[src/rtl/mtf_pkg.sv]
package mtf_pkg;

	// Default list depth
	localparam int CapacityDef = 16;
	// Most results a dump gives
	localparam int MaxResults  = 16;

	// Field widths
	localparam int KeyW  = 32;
	localparam int PosW  = 4;
	localparam int TdW   = 40;

	typedef logic [KeyW-1:0] mtf_key_t;
	typedef logic [PosW-1:0] mtf_pos_t;

	typedef enum logic [1:0] {
		OP_INSERT = 2'd0,
		OP_REMOVE = 2'd1,
		OP_MOVE   = 2'd2,
		OP_DUMP   = 2'd3
	} mtf_op_t;

	typedef enum logic [1:0] {
		ST_OK        = 2'd0,
		ST_NOT_FOUND = 2'd1,
		ST_FULL      = 2'd2,
		ST_EMPTY     = 2'd3
	} mtf_status_t;

	typedef enum logic [2:0] {
		S_IDLE,
		S_SEARCH,
		S_SHIFT_DN,
		S_SHIFT_UP,
		S_DUMP_RD,
		S_DUMP_OUT,
		S_EMIT
	} mtf_state_t;

	// One result word handed from the sequencer to the output register
	typedef struct packed {
		logic        load;
		mtf_status_t status;
		mtf_key_t    key;
		mtf_pos_t    pos;
		logic        last;
	} mtf_res_t;

endpackage

[src/rtl/mtf_mem.sv]
module mtf_mem #(
	parameter int DEPTH = mtf_pkg::CapacityDef,
	parameter int AW    = $clog2(DEPTH)
) (
	input  logic                 clk,
	input  logic                 wen,
	input  logic [AW-1:0]        waddr,
	input  mtf_pkg::mtf_key_t    wdata,
	input  logic                 ren,
	input  logic [AW-1:0]        raddr,
	output mtf_pkg::mtf_key_t    rdata
);
	import mtf_pkg::*;

	mtf_key_t mem_q [DEPTH];

	// Write port
	always_ff @(posedge clk) begin
		if (wen) begin
			mem_q[waddr] <= wdata;
		end
	end

	// Registered read port
	always_ff @(posedge clk) begin
		if (ren) begin
			rdata <= mem_q[raddr];
		end
	end

endmodule

[src/rtl/mtf_ctrl.sv]
module mtf_ctrl #(
	parameter int CAPACITY = mtf_pkg::CapacityDef,
	parameter int AW       = $clog2(CAPACITY),
	parameter int CW       = $clog2(CAPACITY + 1)
) (
	input  logic                 clk,
	input  logic                 arst_n,
	input  logic                 in_valid,
	output logic                 in_ready,
	input  mtf_pkg::mtf_op_t     in_op,
	input  mtf_pkg::mtf_key_t    in_key,
	input  logic                 out_free,
	output mtf_pkg::mtf_res_t    res,
	output logic                 mem_wen,
	output logic [AW-1:0]        mem_waddr,
	output mtf_pkg::mtf_key_t    mem_wdata,
	output logic                 mem_ren,
	output logic [AW-1:0]        mem_raddr,
	input  mtf_pkg::mtf_key_t    mem_rdata
);
	import mtf_pkg::*;

	mtf_state_t  state_q, state_d;
	logic [CW-1:0] cnt_q, cnt_d;
	logic        rv_q, rv_d;
	mtf_op_t     op_q, op_d;
	mtf_key_t    key_q, key_d;
	logic [CW-1:0] idx_q, idx_d;
	logic [CW-1:0] pos_q, pos_d;
	mtf_status_t st_q, st_d;
	logic [AW-1:0] ra_q, ra_d;

	logic          match;
	logic [CW-1:0] idx_dec;
	logic [CW-1:0] idx_inc;
	logic [CW-1:0] dump_lim;
	logic          dump_last;

	// Shared key comparator and walk pointer arithmetic
	assign match     = (mem_rdata == key_q);
	assign idx_dec   = idx_q - 1'b1;
	assign idx_inc   = idx_q + 1'b1;
	assign dump_lim  = (cnt_q > MaxResults) ? CW'(MaxResults) : cnt_q;
	assign dump_last = (idx_inc == dump_lim);

	// Control registers
	always_ff @(posedge clk or negedge arst_n) begin
		if (!arst_n) begin
			state_q <= S_IDLE;
			cnt_q   <= '0;
			rv_q    <= 1'b0;
		end else begin
			state_q <= state_d;
			cnt_q   <= cnt_d;
			rv_q    <= rv_d;
		end
	end

	// Operand and walk registers
	always_ff @(posedge clk) begin
		op_q  <= op_d;
		key_q <= key_d;
		idx_q <= idx_d;
		pos_q <= pos_d;
		st_q  <= st_d;
		ra_q  <= ra_d;
	end

	// Sequencer
	always_comb begin
		state_d   = state_q;
		cnt_d     = cnt_q;
		rv_d      = 1'b0;
		op_d      = op_q;
		key_d     = key_q;
		idx_d     = idx_q;
		pos_d     = pos_q;
		st_d      = st_q;
		ra_d      = ra_q;
		in_ready  = 1'b0;
		res       = '0;
		mem_wen   = 1'b0;
		mem_waddr = '0;
		mem_wdata = mem_rdata;
		mem_ren   = 1'b0;
		mem_raddr = idx_q[AW-1:0];

		case (state_q)
			S_IDLE: begin
				in_ready = 1'b1;
				if (in_valid) begin
					op_d  = in_op;
					key_d = in_key;
					idx_d = '0;
					pos_d = '0;
					case (in_op)
						OP_INSERT: begin
							if (cnt_q == CW'(CAPACITY)) begin
								st_d    = ST_FULL;
								state_d = S_EMIT;
							end else begin
								idx_d   = cnt_q;
								state_d = S_SHIFT_DN;
							end
						end
						OP_REMOVE, OP_MOVE: begin
							state_d = S_SEARCH;
						end
						default: begin
							if (cnt_q == '0) begin
								st_d    = ST_EMPTY;
								key_d   = '0;
								state_d = S_EMIT;
							end else begin
								state_d = S_DUMP_RD;
							end
						end
					endcase
				end
			end

			// Walk from the front; compare each read word against the key
			S_SEARCH: begin
				if (rv_q && match) begin
					pos_d = CW'(ra_q);
					if (op_q == OP_REMOVE) begin
						idx_d   = CW'(ra_q) + 1'b1;
						state_d = S_SHIFT_UP;
					end else begin
						idx_d   = CW'(ra_q);
						state_d = S_SHIFT_DN;
					end
				end else if (idx_q < cnt_q) begin
					mem_ren   = 1'b1;
					mem_raddr = idx_q[AW-1:0];
					ra_d      = idx_q[AW-1:0];
					rv_d      = 1'b1;
					idx_d     = idx_inc;
				end else if (!rv_q) begin
					st_d    = ST_NOT_FOUND;
					pos_d   = '0;
					state_d = S_EMIT;
				end
			end

			// Move words one place back, then drop the key at the front
			S_SHIFT_DN: begin
				if (rv_q) begin
					mem_wen   = 1'b1;
					mem_waddr = ra_q + 1'b1;
					mem_wdata = mem_rdata;
				end
				if (idx_q != '0) begin
					mem_ren   = 1'b1;
					mem_raddr = idx_dec[AW-1:0];
					ra_d      = idx_dec[AW-1:0];
					rv_d      = 1'b1;
					idx_d     = idx_dec;
				end else if (!rv_q) begin
					mem_wen   = 1'b1;
					mem_waddr = '0;
					mem_wdata = key_q;
					if (op_q == OP_INSERT) begin
						cnt_d = cnt_q + 1'b1;
					end
					st_d    = ST_OK;
					state_d = S_EMIT;
				end
			end

			// Move the words behind the removed one place forward
			S_SHIFT_UP: begin
				if (rv_q) begin
					mem_wen   = 1'b1;
					mem_waddr = ra_q - 1'b1;
					mem_wdata = mem_rdata;
				end
				if (idx_q < cnt_q) begin
					mem_ren   = 1'b1;
					mem_raddr = idx_q[AW-1:0];
					ra_d      = idx_q[AW-1:0];
					rv_d      = 1'b1;
					idx_d     = idx_inc;
				end else if (!rv_q) begin
					cnt_d   = cnt_q - 1'b1;
					st_d    = ST_OK;
					state_d = S_EMIT;
				end
			end

			S_DUMP_RD: begin
				mem_ren   = 1'b1;
				mem_raddr = idx_q[AW-1:0];
				state_d   = S_DUMP_OUT;
			end

			// Hold the read word until the output register frees up
			S_DUMP_OUT: begin
				if (out_free) begin
					res.load   = 1'b1;
					res.status = ST_OK;
					res.key    = mem_rdata;
					res.pos    = mtf_pos_t'(idx_q);
					res.last   = dump_last;
					idx_d      = idx_inc;
					state_d    = dump_last ? S_IDLE : S_DUMP_RD;
				end
			end

			S_EMIT: begin
				if (out_free) begin
					res.load   = 1'b1;
					res.status = st_q;
					res.key    = key_q;
					res.pos    = mtf_pos_t'(pos_q);
					res.last   = 1'b1;
					state_d    = S_IDLE;
				end
			end

			default: begin
				state_d = S_IDLE;
			end
		endcase
	end

endmodule

[src/rtl/move_to_front_key_list_core.sv]
// Move-to-front key list engine.
// Input stream (s_*): one word per operation: insert at front, remove key,
// move key to front, or dump the list. Output stream (m_*): result words;
// every operation gives one word with tlast set, except a dump of a nonempty
// list, which gives one word per entry front to back (at most 16), tlast on
// the final one.
// Keys live in a single-port-write, registered-read RAM; one comparator and
// a small sequencer walk it one entry per cycle while searching or shifting,
// while a dump reads each entry and holds it until the output register frees.
// An insert into a list that is not full moves every entry one place back and
// writes the key at the front; a remove searches for the key and moves the
// entries behind it one place forward; a move to front searches for the key,
// moves the entries ahead of it one place back and writes it at the front.
// s_tready is high only while the sequencer is idle, so items are taken one at a time.
// Reset clears the entry count and the sequencer; RAM contents are not
// cleared and are never read before written.
// A stalled receiver holds m_tvalid and m_tdata in the output register; the
// sequencer waits on the next result word until that register is taken.
module move_to_front_key_list_core #(
	parameter int CAPACITY = mtf_pkg::CapacityDef
) (
	input  logic                      clk,
	input  logic                      arst_n,
	input  logic                      s_tvalid,
	output logic                      s_tready,
	input  logic [mtf_pkg::TdW-1:0]   s_tdata,  // operation[1:0], key[33:2], zero pad
	output logic                      m_tvalid,
	input  logic                      m_tready,
	output logic [mtf_pkg::TdW-1:0]   m_tdata,  // status[1:0], entry_key[33:2],
	                                            // position[37:34], zero pad
	output logic                      m_tlast
);
	import mtf_pkg::*;

	localparam int AW = $clog2(CAPACITY);
	localparam int CW = $clog2(CAPACITY + 1);

	mtf_res_t      res;
	logic          out_free;
	logic          mem_wen;
	logic [AW-1:0] mem_waddr;
	mtf_key_t      mem_wdata;
	logic          mem_ren;
	logic [AW-1:0] mem_raddr;
	mtf_key_t      mem_rdata;

	logic          ovalid_q;
	mtf_status_t   ostatus_q;
	mtf_key_t      okey_q;
	mtf_pos_t      opos_q;
	logic          olast_q;

	mtf_ctrl #(
		.CAPACITY(CAPACITY),
		.AW      (AW),
		.CW      (CW)
	) u_ctrl (
		.clk      (clk),
		.arst_n   (arst_n),
		.in_valid (s_tvalid),
		.in_ready (s_tready),
		.in_op    (mtf_op_t'(s_tdata[1:0])),
		.in_key   (s_tdata[KeyW+1:2]),
		.out_free (out_free),
		.res      (res),
		.mem_wen  (mem_wen),
		.mem_waddr(mem_waddr),
		.mem_wdata(mem_wdata),
		.mem_ren  (mem_ren),
		.mem_raddr(mem_raddr),
		.mem_rdata(mem_rdata)
	);

	mtf_mem #(
		.DEPTH(CAPACITY),
		.AW   (AW)
	) u_mem (
		.clk  (clk),
		.wen  (mem_wen),
		.waddr(mem_waddr),
		.wdata(mem_wdata),
		.ren  (mem_ren),
		.raddr(mem_raddr),
		.rdata(mem_rdata)
	);

	assign out_free = !ovalid_q || m_tready;

	// Output register valid
	always_ff @(posedge clk or negedge arst_n) begin
		if (!arst_n) begin
			ovalid_q <= 1'b0;
		end else if (out_free) begin
			ovalid_q <= res.load;
		end
	end

	// Output register payload
	always_ff @(posedge clk) begin
		if (res.load) begin
			ostatus_q <= res.status;
			okey_q    <= res.key;
			opos_q    <= res.pos;
			olast_q   <= res.last;
		end
	end

	assign m_tvalid = ovalid_q;
	assign m_tdata  = {{(TdW - 2 - KeyW - PosW){1'b0}}, opos_q, okey_q, ostatus_q};
	assign m_tlast  = olast_q;

endmodule

[config.mk]
export PLATFORM = sky130hd
export DESIGN_NAME = move_to_front_key_list_core
export DESIGN_NICKNAME = d
export VERILOG_FILES = /design/src/rtl/mtf_pkg.sv /design/src/rtl/mtf_mem.sv /design/src/rtl/mtf_ctrl.sv /design/src/rtl/move_to_front_key_list_core.sv
export SDC_FILE = /design/constraint.sdc
export NUM_CORES = 1
export LEC_CHECK = 0
export BUFFER_PORTS_ARGS = -buffer_cell sky130_fd_sc_hd__buf_2
export CAP_MARGIN = 20
export CORE_UTILIZATION = 55
export CTS_CLUSTER_SIZE = 10
export DETAILED_ROUTE_END_ITERATION = 8
export PLACE_DENSITY = 0.72
export SYNTH_ARGS = -nofsm -noshare
export SYNTH_HDL_FRONTEND = slang
export SYNTH_SLANG_ARGS = --single-unit
[constraint.sdc]
create_clock -name clk -period 4.95 [get_ports clk]
set_input_delay 0.99 -clock clk [delete_from_list [all_inputs] [get_ports clk]]
set_output_delay 0.99 -clock clk [all_outputs]
set_load 0.01 [all_outputs]
# == Yosys cells after proc, flatten, opt, wreduce, memory -nomap -nowiden ==
# Memory sizes are Yosys's and may differ from the RTL's. A register that Yosys moved wholly into a read port is not among the register bits.
# Cells that the tools add are included.
# totals
regBits,98
mem_bits_rw,512
input_bits,44
out_inout_bits,43
wordCells,151
n_memories,1
# op_classes
add_sub_neg,7
magnitude_cmp,2
n_eq_ne,29
mux,76
reduce_logical,22
# memory_table
memory,words,width,rd,rd_ports_with_merged_regs,write_ports,line_no,rtl
u_mem.mem_q,16,32,1,1,1,mtf_mem.sv:15,mtf_key_t mem_q [DEPTH];
# ops
cell,n
32-bit two-way mux,5
40-bit two-way mux,2
40-bit case mux with 2 select lines,1
5-bit two-way mux,14
4-bit two-way mux,13
32-bit equality test,1
3-bit two-way mux,9
5-bit case mux with 5 select lines,1
2-bit != test (second input constant),11
3-bit case mux with 7 select lines,1
2-bit two-way mux,10
4-bit case mux with 2 select lines,2
4-bit case mux with 3 select lines,1
4-bit AND reduction,3
5-bit by 1-bit adder with 5-bit output (second input constant),2
1-bit two-way mux,10
5-bit case mux with 2 select lines,1
10-bit AND reduction,1
5-bit nonzero test,2
5-bit by 1-bit subtractor with 5-bit output (second input constant),2
3-bit equality test (second input constant),3
3-bit by 2-bit != test with 1-bit output (second input constant),3
2-bit case mux with 4 select lines,1
3-bit by 2-bit equality test with 1-bit output (second input constant),2
other kinds (31),35

# == Logic depth before layout (Yosys ltp) ==
# depth
depth_word,6
ltp_mapped,14
depth_no_buf,9

# == Cells and area by module ==
# A second synthesis with hierarchy kept.
# hier_totals
cells_unflattened,1352
area_unflattened_um2,26028.7
# modules_own_cells
mod,instances,cells_each,area_per_inst_um2,seq_area_each_um2
mtf_mem,1,838,20155.6,16335.7
mtf_ctrl,1,469,4635.7,1696.6
move_to_front_key_list_core,1,45,1237.4,1196.1

# == Least setup slack after synthesis ==
# OpenSTA, ideal clock, no wires.
# synth_timing
kind,reg-to-reg
startpoint,reg u_ctrl.idx_q[0]
endpoint,mem u_mem.mem_q[0][0] in the netlist's numbering (enable)
arrival_ns,3.783
t_required_ns,4.529
setup_slack_ns,0.746
path_stages_with_launch,11
n_path_buf,4
cell_sequence,edfxtp_1 buf_2 inv_2 clkbuf_1 clkbuf_1 ha_1 or4b_1 clkbuf_1 o32ai_1 nand2_1 nor2_1
# synth_via
elab_chain_cells,5
elab_cells_between_ends,7
cone_classes,mux (6); reduce/logical (1)
# synth_lines
item,line_no,rtl
"start, declared",mtf_ctrl.sv:28,"logic [CW-1:0] idx_q, idx_d;"
"start signal, assigned",mtf_ctrl.sv:63,idx_q <= idx_d;
5-bit nonzero test (*),mtf_ctrl.sv:153,if (idx_q != '0) begin
1-bit two-way mux,mtf_ctrl.sv:153,
1-bit case mux with 2 select lines,mtf_ctrl.sv:88,case (state_q)
1-bit two-way mux,mtf_mem.sv:19,if (wen) begin
1-bit two-way mux (not written as such),mtf_mem.sv:20,mem_q[waddr] <= wdata;
"end, declared",mtf_mem.sv:15,
# Mark *: on every way between the ends. The rest lies on a longest branch, timed or not.

# == Final worst setup path ==
# layout_timing
startpoint,reg u_ctrl.idx_q[1]
endpoint,"reg u_mem.rdata[30], read port of u_mem.mem_q (data pin)"
# layout_via
elab_chain_cells,4
elab_cells_between_ends,9
cone_classes,add/sub (1); order compare (1); mux (6); reduce/logical (1)
# layout_lines
item,line_no,rtl
5-bit less-than comparator,"mtf_ctrl.sv:133, mtf_ctrl.sv:178",
1-bit two-way mux,"mtf_ctrl.sv:133, mtf_ctrl.sv:178",
1-bit two-way mux,mtf_ctrl.sv:124,if (rv_q && match) begin
1-bit case mux with 4 select lines,mtf_ctrl.sv:88,
"end, declared",mtf_mem.sv:11,output mtf_pkg::mtf_key_t rdata
# Several ways; a longest one is shown, not always the timed one.
# A chain may end at the register's enable or synchronous reset.

==> reports/summary.md <==
Data arrives at the worst endpoint at 4180 ps. After routing, the total negative slack on setup checks comes to 0 ps. The run gives 29400 um^2 as the post-synthesis instance area. In the detailed route, the total length drawn on met2 is 36900 um. The number of synthesized flops with an enable pin is 632. In the routed design, unresolved DRC markers number 0.

In the post-synthesis netlist, the biggest area contributors are sky130_fd_sc_hd__edfxtp_1, sky130_fd_sc_hd__nand2_1, sky130_fd_sc_hd__a21oi_1, sky130_fd_sc_hd__mux2i_1, sky130_fd_sc_hd__a211o_1. The number of global-route vias before repair is 19900, and the transition at the pin with the smallest max-transition slack is 1050 ps. The analysis attributes to net switching a power of 7710 uW.

The share of the synthesized area in the top cell type is 0.646. Leakage power summed over all cells: 0.0116 uW. The pin count of the biggest net entering global routing was 131. TritonCTS built the clock tree. Starting density of the core: 0.558.

The number of buffer cells added on primary ports was 78. CTS saw 642 sinks. Once routing completed, OpenROAD measured the worst setup slack at 1120 ps.

Walking the worst path, the cells encountered are inv_1 > ha_1 > nor4b_4 > nor2_4 > xnor2_2 > buf_12 > mux2i_1 > a211oi_1 > or4_1. Clock-pin slew was measured on the worst setup and hold paths at 60 ps. The Yosys warning count was 0. The logs give 0.289 for the total global-route track usage and 0 for the count of endpoints failing setup in the final report.

The run gives 0.236 as the relative contribution of the clock network to total power. Leaving out filler cells and counting taps, the final layout contains 3144. The detail route stage leaves a number of antenna-violating nets equal to 0.

Detailed placement ended at an HPWL of 45100 um. The detailed-route vias per instance was 6.46; the iteration count of the initial detailed-routing pass was 5. Dividing the detail-routed wire length by the instance count gives 24.7 um. Cell internal power was estimated by the tool at 12800 uW. The post-synthesis area per instance is 12.2 um^2. The total die area came out at 54300 um^2. The routed layout has 20300 vias. Post-synthesis cell type with the largest combined area: sky130_fd_sc_hd__edfxtp_1.

The run gives 0.377 as the relative contribution of combinational cells to total power. Number of nets in the finished design: 2504. The multi-input combinational cells in the finished layout cover a total of 9580 um^2. Hold repair after CTS inserted 0 buffers. The run gives 61 as the post-synthesis cell type count. The post-route total power was 20500 uW. The fraction of power spent switching nets was 0.375.

The async set-reset flop share out of synthesis was 0.0156; the number of buffers inserted to repair setup after CTS was 0. The die is 233 um wide. Relative to the synthesized area, the layout overhead comes to 11.5%. For the post-synthesis sequential area ratio, the log shows 0.655. The class of the most critical hold timing path was in -> async. The routed design could run at a clock period as short as 3830 ps. The share of the clock period used by the worst path after layout came out at 0.774.

In the synthesized netlist the dominant register cell turns out to be sky130_fd_sc_hd__edfxtp_1. 87 I/O pins were placed. The worst-case headroom to the max-slew limit is 0.301, and the register share of total power is 0.388. The logs give 1 for the initial antenna violation count and 30300 um for the detailed-route wire length on metal 1.

The logs give 261 MHz for the top achievable clock speed and 3825 for the number of filler cells placed in the layout. At the placement stage, the worst setup path has a slack of 1110 ps. The congestion estimate from routability-driven global placement came to 0.905. The first global-routing pass estimated 117000 um of wire.

The run gives 0 as the count of pins over their slew limit. Uppermost metal layer occupied by signal nets: met4. The critical path data required time was 5290 ps; the clock latency of the later-clocked register in the worst-skew pair was 620 ps.

The launching element type of the critical path is a flop. The run finished with clean final reports. After synthesis the netlist holds a flip-flop and latch count of 642. The clock tree root buffer cell was sky130_fd_sc_hd__clkbuf_16.

Global routing finished with a remaining overflow of 0. Summed over all nets, wire length on met3 after detailed routing comes to 7940 um. The area of all sequential standard cells came out at 19200 um^2. Across the VDD grid, the largest voltage drop is 0.352 mV.

The number of gates resized after CTS was 0. In this run, CTS created clock tree buffers numbering 75. In this design, the stage delay of the slowest critical-path cell is 760 ps. The region available for standard cell placement spans 52700 um^2. Max-cap violations in this run came to 0. The maximum level of the CTS H-tree was 3; the number of cell rows was 84. The areal power density over the cells was 627 nW/um^2; the number of hold violations in the final report was 0. STA classifies the critical path endpoint as a flop.

In this run the worst path has a maximum fanout of 37. The clock passes through at most 3 buffers. The clock arrives with 25.4 ps of skew.

The worst setup path is of the reg -> reg kind. After technology mapping, the gate count stands at 2412. The share of the core filled with cells in the final layout came out at 0.622. For the count of routing violations after the opening detailed-route iteration, the log shows 2070.

Library cell contributing the largest single delay on the critical path: sky130_fd_sc_hd__xnor2_2. Final routed wirelength across all metal layers: 77700 um. The vertical die dimension was 233 um; the number of cells after detailed placement was 3054.

The share of layout cells above drive strength 1 works out to 0.120. 0 antenna diodes ended up in the layout. Setup repair after global routing left no endpoint under its margin.
## path summary, 6_finish.rpt
path                                  from         endpoint  slack (ps)  cells past startpoint
max reg2reg                u_ctrl.idx_q[1]  u_mem.rdata[30]        1120                      9
max in group asynchronous           arst_n      u_ctrl.rv_q        4530                      1
min reg2reg                u_ctrl.pos_q[2]        opos_q[2]         550                      1
min in group clk           u_ctrl.pos_q[2]        opos_q[2]         550                      1
min                                 arst_n         m_tvalid         230                      1
max                        u_ctrl.idx_q[1]  u_mem.rdata[30]        1120                      9
## stage by stage
stage | hold WS (ps) | area (um^2)
6_report | 231 | 32800
3_3_place_gp | 510 | 30700
2_1_floorplan | 497 | 29400
4_1_cts | 212 | 32800
3_5_place_dp | 532 | 30700
5_1_grt | 243 | 32800
## cell usage after synthesis, drive strengths merged, types with 5 or more instances
cell type	number
nand2b	5
o221ai	6
nor3	105
nand4	40
nor4	9
and2	37
ha	16
o211ai	32
or3	34
a211o	93
clkbuf	125
a21oi	273
dfrtp	10
nand2	538
mux2i	102
buf	53
mux2	63
nand3	8
xor2	24
nor2	38
o21ai	15
and3	5
edfxtp	632
inv	19
a22o	36
xnor2	35
## per-layer routing
metal / GRT usage / up-vias
li1: - / 8961
met1: 0.390 / 10000
met2: 0.467 / 1149
met3: 0.0493 / 168
met4: 0.116 / 0
met5: 0 / -
## state kept, by name (all words and copies together), names as in the netlist
signal	flops
u_ctrl.rv_q	1
m_tlast	1
u_mem.mem_q	512
m_tvalid	1
u_mem.rdata	32
u_ctrl.op_q	2
u_ctrl.idx_q	5
opos_q	4
u_ctrl.cnt_q	5
u_ctrl.key_q	32
ostatus_q	2
u_ctrl.st_q	2
u_ctrl.ra_q	4
u_ctrl.state_q	3
u_ctrl.pos_q	4
okey_q	32
## power groups by stage
| stage | combinational, uW | clock [uW] | sequential (uW) |
|---|---|---|---|
| final | 7730 | 4840 | 7960 |
| after global routing | 8370 | 5090 | 8000 |
| after CTS | 7650 | 4880 | 7940 |
| after detailed placement | 7610 | 0 | 8040 |
| after global placement | 7400 | 0 | 8030 |
| after floorplan | 5280 | 0 | 7840 |
## cell usage in the layout, fill, tap and decap left out, types with 5 or more instances in the layout
| cell | count |
|---|---|
| sky130_fd_sc_hd__nand3_1 | 8 |
| sky130_fd_sc_hd__nand2b_1 | 5 |
| sky130_fd_sc_hd__buf_12 | 15 |
| sky130_fd_sc_hd__and2_1 | 37 |
| sky130_fd_sc_hd__nand2_1 | 537 |
| sky130_fd_sc_hd__nand4_1 | 40 |
| sky130_fd_sc_hd__nor2_4 | 18 |
| sky130_fd_sc_hd__dfrtp_1 | 10 |
| sky130_fd_sc_hd__mux2_1 | 21 |
| sky130_fd_sc_hd__nor3_1 | 102 |
| sky130_fd_sc_hd__clkbuf_16 | 78 |
| sky130_fd_sc_hd__mux2_2 | 42 |
| sky130_fd_sc_hd__xor2_1 | 24 |
| sky130_fd_sc_hd__buf_2 | 78 |
| sky130_fd_sc_hd__nor2_1 | 20 |
| sky130_fd_sc_hd__nor4_1 | 9 |
| sky130_fd_sc_hd__edfxtp_1 | 632 |
| sky130_fd_sc_hd__a21oi_1 | 272 |
| sky130_fd_sc_hd__a211o_1 | 93 |
| sky130_fd_sc_hd__o21ai_0 | 13 |
| sky130_fd_sc_hd__and3_1 | 5 |
| sky130_fd_sc_hd__xnor2_1 | 34 |
| sky130_fd_sc_hd__mux2i_1 | 102 |
| sky130_fd_sc_hd__or3_1 | 34 |
| sky130_fd_sc_hd__ha_1 | 16 |
| sky130_fd_sc_hd__inv_1 | 17 |
| sky130_fd_sc_hd__buf_4 | 38 |
| sky130_fd_sc_hd__o211ai_1 | 32 |
| sky130_fd_sc_hd__a22o_1 | 36 |
| sky130_fd_sc_hd__o221ai_1 | 6 |
## final cells by class
| cell class | count | area share |
|---|---|---|
| clock buffer | 82 | 0.0600 |
| timing repair buffer | 131 | 0.0298 |
| clock inverter | 8 | 0.00229 |
| sequential | 642 | 0.587 |
| tap | 688 | 0.0263 |
| multi-input combinational | 1574 | 0.292 |
| inverter | 19 | 0.00233 |
## cells by family after synthesis
kind of cell	count (synthesis)	synth area share
XOR/XNOR	59	0.0176
AND/OR/NAND/NOR	835	0.125
adder cells (fa/ha/maj)	17	0.00750
multiplexers	165	0.0589
buffers and inverters	197	0.0275
flip-flops	642	0.655
AO/OA/AOI/OAI	496	0.108
other	1	0.000128
## worst max-delay path: cells and delay by family (launching register included)
| kind | cells | cell delay (ps) |
|---|---|---|
| simple gates | 3 | 1180 |
| flops | 1 | 580 |
| mux | 1 | 240 |
| xor+xnor | 1 | 760 |
| compound gates | 1 | 90 |
| buf+inv | 2 | 510 |
| fa+ha+maj | 1 | 170 |
Note: power is estimated with default switching activity, not from simulation.
